**config.mk**
```make
export PLATFORM = sky130hd
export DESIGN_NAME = button_debounce_repeat_hold
export DESIGN_NICKNAME = d
export VERILOG_FILES = /design/src/sv/bdr_pkg.sv /design/src/sv/button_debounce_repeat_hold.sv /design/src/sv/bdr_lane.sv /design/src/sv/bdr_merge.sv
export SDC_FILE = /design/constraint.sdc
export NUM_CORES = 1
export LEC_CHECK = 0
export BUFFER_PORTS_ARGS = -buffer_cell sky130_fd_sc_hd__buf_2
export CORE_ASPECT_RATIO = 0.5
export CORE_UTILIZATION = 55
export CTS_CLUSTER_SIZE = 28
export DETAILED_ROUTE_END_ITERATION = 10
export GPL_ROUTABILITY_DRIVEN = 0
export PLACE_DENSITY = 0.76
export SYNTH_ARGS = -nofsm -noshare
export SYNTH_HDL_FRONTEND = slang
export SYNTH_SLANG_ARGS = --single-unit
```
**constraint.sdc**
```tcl
create_clock -name aclk -period 3.25 [get_ports aclk]
set_input_delay 0.1625 -clock aclk [delete_from_list [all_inputs] [get_ports aclk]]
set_output_delay 0.1625 -clock aclk [all_outputs]
set_load 0.01 [all_outputs]
```
**src/sv/bdr_pkg.sv**
```systemverilog
`timescale 1ns / 1ps
// Shared types and constants for the button debouncer with repeat/hold.
// No dependencies.
package bdr_pkg;

    localparam int RAW_W    = 3;   // raw_levels, hold mask and flag vector width
    localparam int IDX_W    = 2;
    localparam int MODE_W   = 2;
    localparam int PERIOD_W = 16;
    localparam int CFG_IDX_W  = 2;
    localparam int CFG_DATA_W = 16;

    // item modes
    localparam logic [MODE_W-1:0] MODE_TICK       = 2'd0;
    localparam logic [MODE_W-1:0] MODE_READ_PRESS = 2'd1;
    localparam logic [MODE_W-1:0] MODE_READ_HOLD  = 2'd2;

    // config register indexes
    localparam logic [CFG_IDX_W-1:0] REG_REPEAT_PERIOD  = 2'd0;
    localparam logic [CFG_IDX_W-1:0] REG_PRESSED_LEVEL  = 2'd1;
    localparam logic [CFG_IDX_W-1:0] REG_HOLD_MODE_MASK = 2'd2;

    // reset values of the config registers
    localparam logic [PERIOD_W-1:0] RST_REPEAT_PERIOD  = 16'd100;
    localparam logic                RST_PRESSED_LEVEL  = 1'b0;
    localparam logic [RAW_W-1:0]    RST_HOLD_MODE_MASK = 3'd2;

    // config shared by every lane
    typedef struct packed {
        logic [PERIOD_W-1:0] period;
        logic                pressed_level;
    } cfg_t;

    // per-lane strobes for the accepted word
    typedef struct packed {
        logic tick;
        logic raw;
        logic clr_press;
        logic clr_hold;
    } lane_ctl_t;

    // lane flags, before and after the accepted word
    typedef struct packed {
        logic press;
        logic hold;
        logic press_next;
        logic hold_next;
    } lane_st_t;

endpackage

```
**src/sv/button_debounce_repeat_hold.sv**
```systemverilog
`timescale 1ns / 1ps
// Top level: config registers, one debounce lane per button, merge/output stage.
// Depends on bdr_pkg, bdr_lane, bdr_merge.
//
//  channel  valid      ready      payload
//  input    s_valid    s_ready    s_mode, s_raw_levels, s_button_index
//  result   m_valid    m_ready    m_flag_was_set, m_press_flags, m_hold_flags
//  config   cfg_valid  cfg_ready  cfg_index, cfg_data
//
// One word per cycle while s_ready is high; each result appears in the cycle after its word is
// accepted, set by the single output register behind the lanes.
// s_ready is high whenever the output register is empty or being taken.
// Synchronous active-low reset: buttons start released, flags clear,
// countdowns at 100. cfg_ready is always high.
module button_debounce_repeat_hold #(
    parameter int BUTTONS = 3
) (
    input  logic                             aclk,
    input  logic                             aresetn,
    input  logic                             s_valid,
    output logic                             s_ready,
    input  logic [bdr_pkg::MODE_W-1:0]       s_mode,
    input  logic [bdr_pkg::RAW_W-1:0]        s_raw_levels,
    input  logic [bdr_pkg::IDX_W-1:0]        s_button_index,
    output logic                             m_valid,
    input  logic                             m_ready,
    output logic                             m_flag_was_set,
    output logic [bdr_pkg::RAW_W-1:0]        m_press_flags,
    output logic [bdr_pkg::RAW_W-1:0]        m_hold_flags,
    input  logic                             cfg_valid,
    output logic                             cfg_ready,
    input  logic [bdr_pkg::CFG_IDX_W-1:0]    cfg_index,
    input  logic [bdr_pkg::CFG_DATA_W-1:0]   cfg_data
);

    logic [bdr_pkg::PERIOD_W-1:0] period_reg;
    logic                         level_reg;
    logic [bdr_pkg::RAW_W-1:0]    mask_reg;
    bdr_pkg::cfg_t                cfg;
    bdr_pkg::lane_ctl_t           ctl   [BUTTONS];
    bdr_pkg::lane_st_t            lanes [BUTTONS];
    logic                         accept;

    assign cfg_ready = 1'b1;

    always_ff @(posedge aclk) begin
        if (!aresetn) begin
            period_reg <= bdr_pkg::RST_REPEAT_PERIOD;
            level_reg  <= bdr_pkg::RST_PRESSED_LEVEL;
            mask_reg   <= bdr_pkg::RST_HOLD_MODE_MASK;
        end else if (cfg_valid) begin
            case (cfg_index)
                bdr_pkg::REG_REPEAT_PERIOD:  period_reg <= cfg_data;
                bdr_pkg::REG_PRESSED_LEVEL:  level_reg  <= cfg_data[0];
                bdr_pkg::REG_HOLD_MODE_MASK: mask_reg   <= cfg_data[bdr_pkg::RAW_W-1:0];
                default: ;
            endcase
        end
    end

    assign cfg.period        = period_reg;
    assign cfg.pressed_level = level_reg;

    assign s_ready = !m_valid || m_ready;
    assign accept  = s_valid && s_ready;

    for (genvar b = 0; b < BUTTONS; b++) begin : g_lane
        logic hold_mode;
        // buttons past the field width see level 0 and repeat mode
        if (b < bdr_pkg::RAW_W) begin : g_in
            assign ctl[b].raw = s_raw_levels[b];
            assign hold_mode  = mask_reg[b];
        end else begin : g_out
            assign ctl[b].raw = 1'b0;
            assign hold_mode  = 1'b0;
        end
        assign ctl[b].tick      = accept && (s_mode == bdr_pkg::MODE_TICK);
        assign ctl[b].clr_press = accept && (s_mode == bdr_pkg::MODE_READ_PRESS)
                                  && (32'(s_button_index) == b);
        assign ctl[b].clr_hold  = accept && (s_mode == bdr_pkg::MODE_READ_HOLD)
                                  && (32'(s_button_index) == b);

        bdr_lane u_lane (
            .aclk      (aclk),
            .aresetn   (aresetn),
            .cfg       (cfg),
            .hold_mode (hold_mode),
            .ctl       (ctl[b]),
            .st        (lanes[b])
        );
    end

    bdr_merge #(
        .BUTTONS (BUTTONS)
    ) u_merge (
        .aclk         (aclk),
        .aresetn      (aresetn),
        .load         (accept),
        .unload       (m_ready),
        .mode         (s_mode),
        .idx          (s_button_index),
        .lanes        (lanes),
        .out_valid    (m_valid),
        .flag_was_set (m_flag_was_set),
        .press_flags  (m_press_flags),
        .hold_flags   (m_hold_flags)
    );

endmodule

```
**src/sv/bdr_lane.sv**
```systemverilog
`timescale 1ns / 1ps
// One button lane: 3-sample debounce, countdown, press and hold flags.
// Depends on bdr_pkg.
module bdr_lane (
    input  logic              aclk,
    input  logic              aresetn,
    input  bdr_pkg::cfg_t     cfg,
    input  logic              hold_mode,
    input  bdr_pkg::lane_ctl_t ctl,
    output bdr_pkg::lane_st_t st
);

    logic                         old_reg, mid_reg, new_reg, stable_reg;
    logic                         old_next, mid_next, new_next, stable_next;
    logic [bdr_pkg::PERIOD_W-1:0] cd_reg, cd_next, cd_dec;
    logic                         press_reg, press_next, hold_reg, hold_next;
    logic                         pressed;

    always_comb begin
        old_next    = old_reg;
        mid_next    = mid_reg;
        new_next    = new_reg;
        stable_next = stable_reg;
        cd_next     = cd_reg;
        press_next  = press_reg;
        hold_next   = hold_reg;
        pressed     = (ctl.raw == cfg.pressed_level);
        cd_dec      = (cd_reg != '0) ? cd_reg - 1'b1 : cd_reg;
        if (ctl.tick) begin
            old_next = mid_reg;
            mid_next = new_reg;
            new_next = ctl.raw;
            if (mid_reg == new_reg && new_reg == ctl.raw) begin
                if (stable_reg != ctl.raw) begin
                    stable_next = ctl.raw;
                    press_next  = pressed;
                    hold_next   = 1'b0;
                    cd_next     = cfg.period;
                end else if (cd_dec != '0) begin
                    cd_next = cd_dec;
                end else if (hold_mode) begin
                    // expired in hold mode: stays at zero, fires every tick
                    cd_next = cd_dec;
                    if (pressed) begin
                        press_next = 1'b0;
                        hold_next  = 1'b1;
                    end
                end else begin
                    cd_next = cfg.period;
                    if (pressed) begin
                        press_next = 1'b1;
                        hold_next  = 1'b0;
                    end
                end
            end
        end
        if (ctl.clr_press) begin
            press_next = 1'b0;
        end
        if (ctl.clr_hold) begin
            hold_next = 1'b0;
        end
    end

    always_ff @(posedge aclk) begin
        if (!aresetn) begin
            old_reg    <= ~bdr_pkg::RST_PRESSED_LEVEL;
            mid_reg    <= ~bdr_pkg::RST_PRESSED_LEVEL;
            new_reg    <= ~bdr_pkg::RST_PRESSED_LEVEL;
            stable_reg <= ~bdr_pkg::RST_PRESSED_LEVEL;
            cd_reg     <= bdr_pkg::RST_REPEAT_PERIOD;
            press_reg  <= 1'b0;
            hold_reg   <= 1'b0;
        end else begin
            old_reg    <= old_next;
            mid_reg    <= mid_next;
            new_reg    <= new_next;
            stable_reg <= stable_next;
            cd_reg     <= cd_next;
            press_reg  <= press_next;
            hold_reg   <= hold_next;
        end
    end

    assign st.press      = press_reg;
    assign st.hold       = hold_reg;
    assign st.press_next = press_next;
    assign st.hold_next  = hold_next;

endmodule

```
**src/sv/bdr_merge.sv**
```systemverilog
`timescale 1ns / 1ps
// Merge stage: gathers lane flags and the read result into the output register.
// Depends on bdr_pkg.
module bdr_merge #(
    parameter int BUTTONS = 3
) (
    input  logic                         aclk,
    input  logic                         aresetn,
    input  logic                         load,
    input  logic                         unload,
    input  logic [bdr_pkg::MODE_W-1:0]   mode,
    input  logic [bdr_pkg::IDX_W-1:0]    idx,
    input  bdr_pkg::lane_st_t            lanes [BUTTONS],
    output logic                         out_valid,
    output logic                         flag_was_set,
    output logic [bdr_pkg::RAW_W-1:0]    press_flags,
    output logic [bdr_pkg::RAW_W-1:0]    hold_flags
);

    logic                      valid_reg, valid_next;
    logic                      was_reg, was_next;
    logic [bdr_pkg::RAW_W-1:0] press_reg, hold_reg, press_vec, hold_vec;

    // flag vectors carry only the first RAW_W buttons
    for (genvar i = 0; i < bdr_pkg::RAW_W; i++) begin : g_vec
        if (i < BUTTONS) begin : g_lane
            assign press_vec[i] = lanes[i].press_next;
            assign hold_vec[i]  = lanes[i].hold_next;
        end else begin : g_none
            assign press_vec[i] = 1'b0;
            assign hold_vec[i]  = 1'b0;
        end
    end

    always_comb begin
        was_next = 1'b0;
        for (int b = 0; b < BUTTONS; b++) begin
            if (32'(idx) == b) begin
                if (mode == bdr_pkg::MODE_READ_PRESS) begin
                    was_next = lanes[b].press;
                end else if (mode == bdr_pkg::MODE_READ_HOLD) begin
                    was_next = lanes[b].hold;
                end
            end
        end
        valid_next = load ? 1'b1 : (unload ? 1'b0 : valid_reg);
    end

    always_ff @(posedge aclk) begin
        if (!aresetn) begin
            valid_reg <= 1'b0;
        end else begin
            valid_reg <= valid_next;
        end
    end

    always_ff @(posedge aclk) begin
        if (load) begin
            was_reg   <= was_next;
            press_reg <= press_vec;
            hold_reg  <= hold_vec;
        end
    end

    assign out_valid    = valid_reg;
    assign flag_was_set = was_reg;
    assign press_flags  = press_reg;
    assign hold_flags   = hold_reg;

endmodule

```
* Yosys cells after proc, flatten, opt, wreduce, memory -nomap -nowiden *
Index checks and enable logic that the tools add are counted.

word-level totals
  flip-flop bits (word level) = 91
  input port bits = 30
  output and inout bits = 10
  logic and storage cells = 151

cells by class
  add/sub/neg operators = 3
  equality and inequality tests = 18
  muxes and demuxes = 71
  reductions and logical operators = 34

operator list
  kind                   number
  $mux 16                12
  $reduce_bool 16->1     6
  $mux 1                 59
  $sub 16x1->16 const B  3
  $logic_and 1x1->1      13
  $reduce_and 2->1       6
  $eq 1x1->1             9
  $reduce_and 3->1       3
  $eq 2x1->1 const B     3
  $eq 2x2->1 const B     3
  $logic_not 2->1        3
  $ne 1x1->1             3
  $reduce_bool 2->1      1
  $logic_not 1->1        1
  $logic_or 1x1->1       1

* Longest topological paths before layout *
  word-level depth = 10
  depth in mapped cells = 12
  gate-level depth less buffers = 10

* Cells and area by module *
Synthesis repeated with hierarchy kept, for this count alone.

unflattened totals
  cell total of the unflattened synthesis = 811
  area, all modules = 6,613.8 µm²

modules (own cells, without submodules)
  module                       instances  cells an instance  area an instance (µm²)  sequential area each (µm²)
  bdr_lane (g_lane[2].u_lane)  1          240                1,841.8                 420.4
  bdr_lane (g_lane[0].u_lane)  1          234                1,813.0                 420.4
  bdr_lane (g_lane[1].u_lane)  1          212                1,659.1                 420.4
  button_debounce_repeat_hold  1          107                988.4                   400.4
  bdr_merge                    1          18                 311.5                   230.2

* Worst setup path before layout *
No wires, ideal clock.

  kind = register to register
  start = reg g_lane[1].u_lane.cd_reg[0] (netlist bit)
  end = reg g_lane[1].u_lane.cd_reg[2] (netlist bit)
  setup time = 0.122 ns
  arrival time = 3.202 ns
  data required time = 3.128 ns
  slack = -0.074 ns
  stages on the path, launching flop included = 12
  path buffers = 1
  period minus slack after synthesis = 3.324 ns
  path through = dfxtp_1 -> inv_1 -> ha_1 -> clkbuf_1 -> or3b_2 -> nor4_1 -> mux2i_1 -> a21boi_0 -> nand4_2 -> o31ai_4 -> mux2_2 -> a221o_1

between the ends
  cells in the longest elaborated chain, start to end = 5
  elaborated cells on any way between the ends = 7
  classes of those cells = add/sub: 1; mux: 4; reduce/logical: 2

ends and longest elaborated chain
  what                                                        line                            RTL
  start: declaration                                          bdr_lane.sv:15                  logic [bdr_pkg::PERIOD_W-1:0] cd_reg, cd_next, cd_dec;
  start signal: assignment                                    bdr_lane.sv:71                  cd_reg <= bdr_pkg::RST_REPEAT_PERIOD;
  start signal: assignment                                    bdr_lane.sv:79                  cd_reg <= cd_next;
  $sub 16x1->16 / $reduce_bool 16->1 (equally long branches)  bdr_lane.sv:28                  cd_dec = (cd_reg != '0) ? cd_reg - 1'b1 : cd_reg;
  $mux 16 (*)                                                 bdr_lane.sv:28
  $reduce_bool 16->1 / $mux 16 (equally long branches)        bdr_lane.sv:39, bdr_lane.sv:41
  $mux 16 (*)                                                 bdr_lane.sv:39                  end else if (cd_dec != '0) begin
  $mux 16 (*)                                                 bdr_lane.sv:34                  if (stable_reg != ctl.raw) begin

Mark *: on every way between the ends. The rest lies on a longest branch, timed or not.
A chain may end at the register's enable or synchronous reset.

* Worst setup path in the final report *
  start = reg g_lane[1].u_lane.cd_reg[1] (netlist bit)
  end = reg g_lane[1].u_lane.cd_reg[2] (netlist bit)

The elaborated chain is that of the path after synthesis.

==> impl_metrics.toml <==
[placement]
place.port_buffers = 38
dpl.hpwl_um = 12840
placed_area_sq_um = 6420
place_inst = 943

[route]
via_per_inst = 6.582
ant_nets = 0
wl_per_cell_um = 19.03
drt_iter0_drc = 800
vias = 6332
routed_wirelength_um = 18310
dr.pass1.iters = 5
drc = 0

[critical_path]
startpoint = "g_lane[1].u_lane.cd_reg[1]$_SDFFE_PN0P_"
required_ns = 3.49
worstSetupPathType = "reg2reg"
worst_path_max_delay_cell = "or4b_4"
path_max_fanout = 3
cp_top_family = "simple AND/OR/NAND/NOR gates"
worstPathArrival_ns = 3.44
critPathMaxStageDelay_ns = 0.50
worstSetupEndpointType = "flip-flop"
cp_cell_sequence = "inv_2, ha_2, or4b_4, nor4_4, buf_4, o21ai_2, a2111oi_4, nand4_2, o31ai_4, mux2_2, a221o_1"
cp-start-kind = "flip-flop"
reg2reg_from = "g_lane[1].u_lane.cd_reg[1]$_SDFFE_PN0P_"
critPathBufInv = 2

[synth]
synth.area.top_cells = "dfxtp_1, nand2_1, a21oi_1"
synthDistinctLibCells = 77
syn-cell-area_sq_um = 5876
ys_seq_elements = 91
avgSynthCellArea_sq_um = 7.661
netlist_instances = 767
synth_top_cell_by_area = "dfxtp_1"
netlist.area_leader.share_pct = 28.62
synth_edf_count = 7
async_reset_ff_share_pct = 0
ys_warn_count = 0
synthesis.nets = 803
ys.flop_type = "dfxtp_1"
ys_seq_area_share_pct = 32.20

[grt]
top_usage_layer = "met2"
gr-total-overflow = 0
grt_pass1_vias = 5486
antenna_found_initial = 0
grt_usage_pct = 33.46
grt_pass1_wl_um = 28660
met1_usage_pct = 45.86
grt_max_degree = 45
grt_use_met2_pct = 53.47
grt.met3_usage_pct = 6.061

[min_path]
hold_class = "in2reg"
holdCritStartpoint = "cfg_data[6]"

[clock_network]
cts-root-buf = "clkbuf_16"
path_clk_slew_ns = 0.07
cts_tree = "built"
clkLatencyLatePin_ns = 0.35
cts_num_sinks = 91
clock_path_buffers = 2
cts_made_buffers = 9
htreeDepth = 3

[pwr]
power_frac_comb_pct = 11.5
p_clk_share_pct = 40.6
switching_share_pct = 26.63
p_int_mw = 1.826
p_leak_nw = 2.427
p_seq_share_pct = 48.0
cellPowerDensity_nw_per_um2 = 367.0
peakVddDrop_v = 0.0002726
p_switching_uw = 662.7
total_power_mw = 2.489

[cells_and_area]
final_common_cell = "nand2_1"
diodes = 0
fin_cells = 962
layout-drive-gt1-share_pct = 18.98
final_area_sq_um = 6782
layout_common_cells = "nand2_1, dfxtp_1, a21oi_1, nor2_1, buf_4"
syn2layout_area_growth_pct = 15.42
finalNetCount = 853
largest_reg_flops = 48

[timing]
fmax_ghz = 0.3126
finalHoldViolCount = 0
final_max_slew_viol_count = 0
finalClockSkew_ns = 0.009207
worstMarginPinSlew_ns = 0.9979
worst_hold_slack_ns = 0.03749
period_needed_ns = 3.199
slew_headroom_pct = 33.18
fin_crit_sh_pct = 98.44
setup_viol_count_final = 0

[floorplanning]
core-area_sq_um = 10280
start_util_pct = 57.16
io_pins = 40
die_h_um = 75.09
die_area_sq_um = 11130
rows = 26
die-width_um = 148.2

[status]
outcome = "finished clean"

[run]
max_cap_violations = 0
## per-layer routing
metal | vias to the layer above | routed length (um)
met5 | - | 0
met4 | 0 | 476
met3 | 51 | 2161
met2 | 381 | 8048
met1 | 2951 | 7621
li1 | 2949 | -
## worst min-delay path: cells and delay by family
family	cells	cell delay [ns]
buffers and inverters	1	0.07
AND/OR/NAND/NOR	2	0.11
## stage by stage
stage                     utilization, %  worst slack, ns   TNS [ns]
after global placement             62.45           0.1159          0
final                              65.97          0.05071          0
after floorplan                        -          0.02063          0
after global routing               65.97        -0.008130  -0.008130
after CTS                          65.19          0.03291          0
after detailed placement           62.45         -0.02526   -0.02526
## cell type report
| cell class | count | area [sq um] |
|---|---|---|
| multi-input combinational | 607 | 3765 |
| inverter | 19 | 71.32 |
| timing repair buffer | 89 | 601.8 |
| fill | 873 | 3498 |
| clock inverter | 2 | 12.51 |
| clock buffer | 14 | 264.0 |
| sequential | 91 | 1892 |
| tap | 140 | 175.2 |
## final timing paths
check	endpoint	slack (ns)	cells past startpoint
max	g_lane[1].u_lane.cd_reg[2]$_SDFFE_PN1P_	0.05	11
min reg2reg	g_lane[2].u_lane.cd_reg[14]$_SDFFE_PN0P_	0.50	2
min	period_reg[6]$_SDFFE_PN1P_	0.04	3
max reg2reg	g_lane[1].u_lane.cd_reg[2]$_SDFFE_PN1P_	0.05	11
## Yosys cell counts, types with 10 or more instances
master / n
a21oi_1: 67
a31oi_1: 14
and3_1: 10
clkbuf_1: 38
dfxtp_1: 84
inv_1: 18
mux2_2: 11
mux2i_1: 16
nand2_1: 105
nand3_1: 39
nand4_1: 13
nor2_1: 48
nor3_1: 34
nor4_1: 20
o21ai_0: 41
o22ai_1: 14
or3_1: 16
## power groups by stage
| stage | sequential [mW] | clock, mW | combinational (mW) |
|---|---|---|---|
| final | 1.19 | 1.01 | 0.286 |
| after global routing | 1.20 | 1.06 | 0.310 |
| after CTS | 1.19 | 1.01 | 0.274 |
| after detailed placement | 1.22 | 0 | 0.272 |
| after global placement | 1.21 | 0 | 0.266 |
| after floorplan | 1.20 | 0 | 0.181 |
## cells by family (layout without fill, tap and decap cells)
family / after synthesis / count (layout) / share of synthesized area (%)
muxes: 27 / 27 / 4.834
adders and majority gates: 6 / 6 / 1.278
and+or+nand+nor: 354 / 354 / 31.88
DFF: 91 / 91 / 32.20
other: 1 / 1 / 0.06382
buffers and inverters: 69 / 124 / 4.812
AOI/OAI and AO/OA: 209 / 209 / 23.45
xor gates and xnor gates: 10 / 10 / 1.491
## what timing repair did
action,in CTS,in global routing
hold buffers,0,0
pin swaps,1,7
gates cloned,0,0
resized for setup,2,15
buffers inserted,0,3
setup endpoints to repair,2,28
Power figures use the tool's default switching activity.
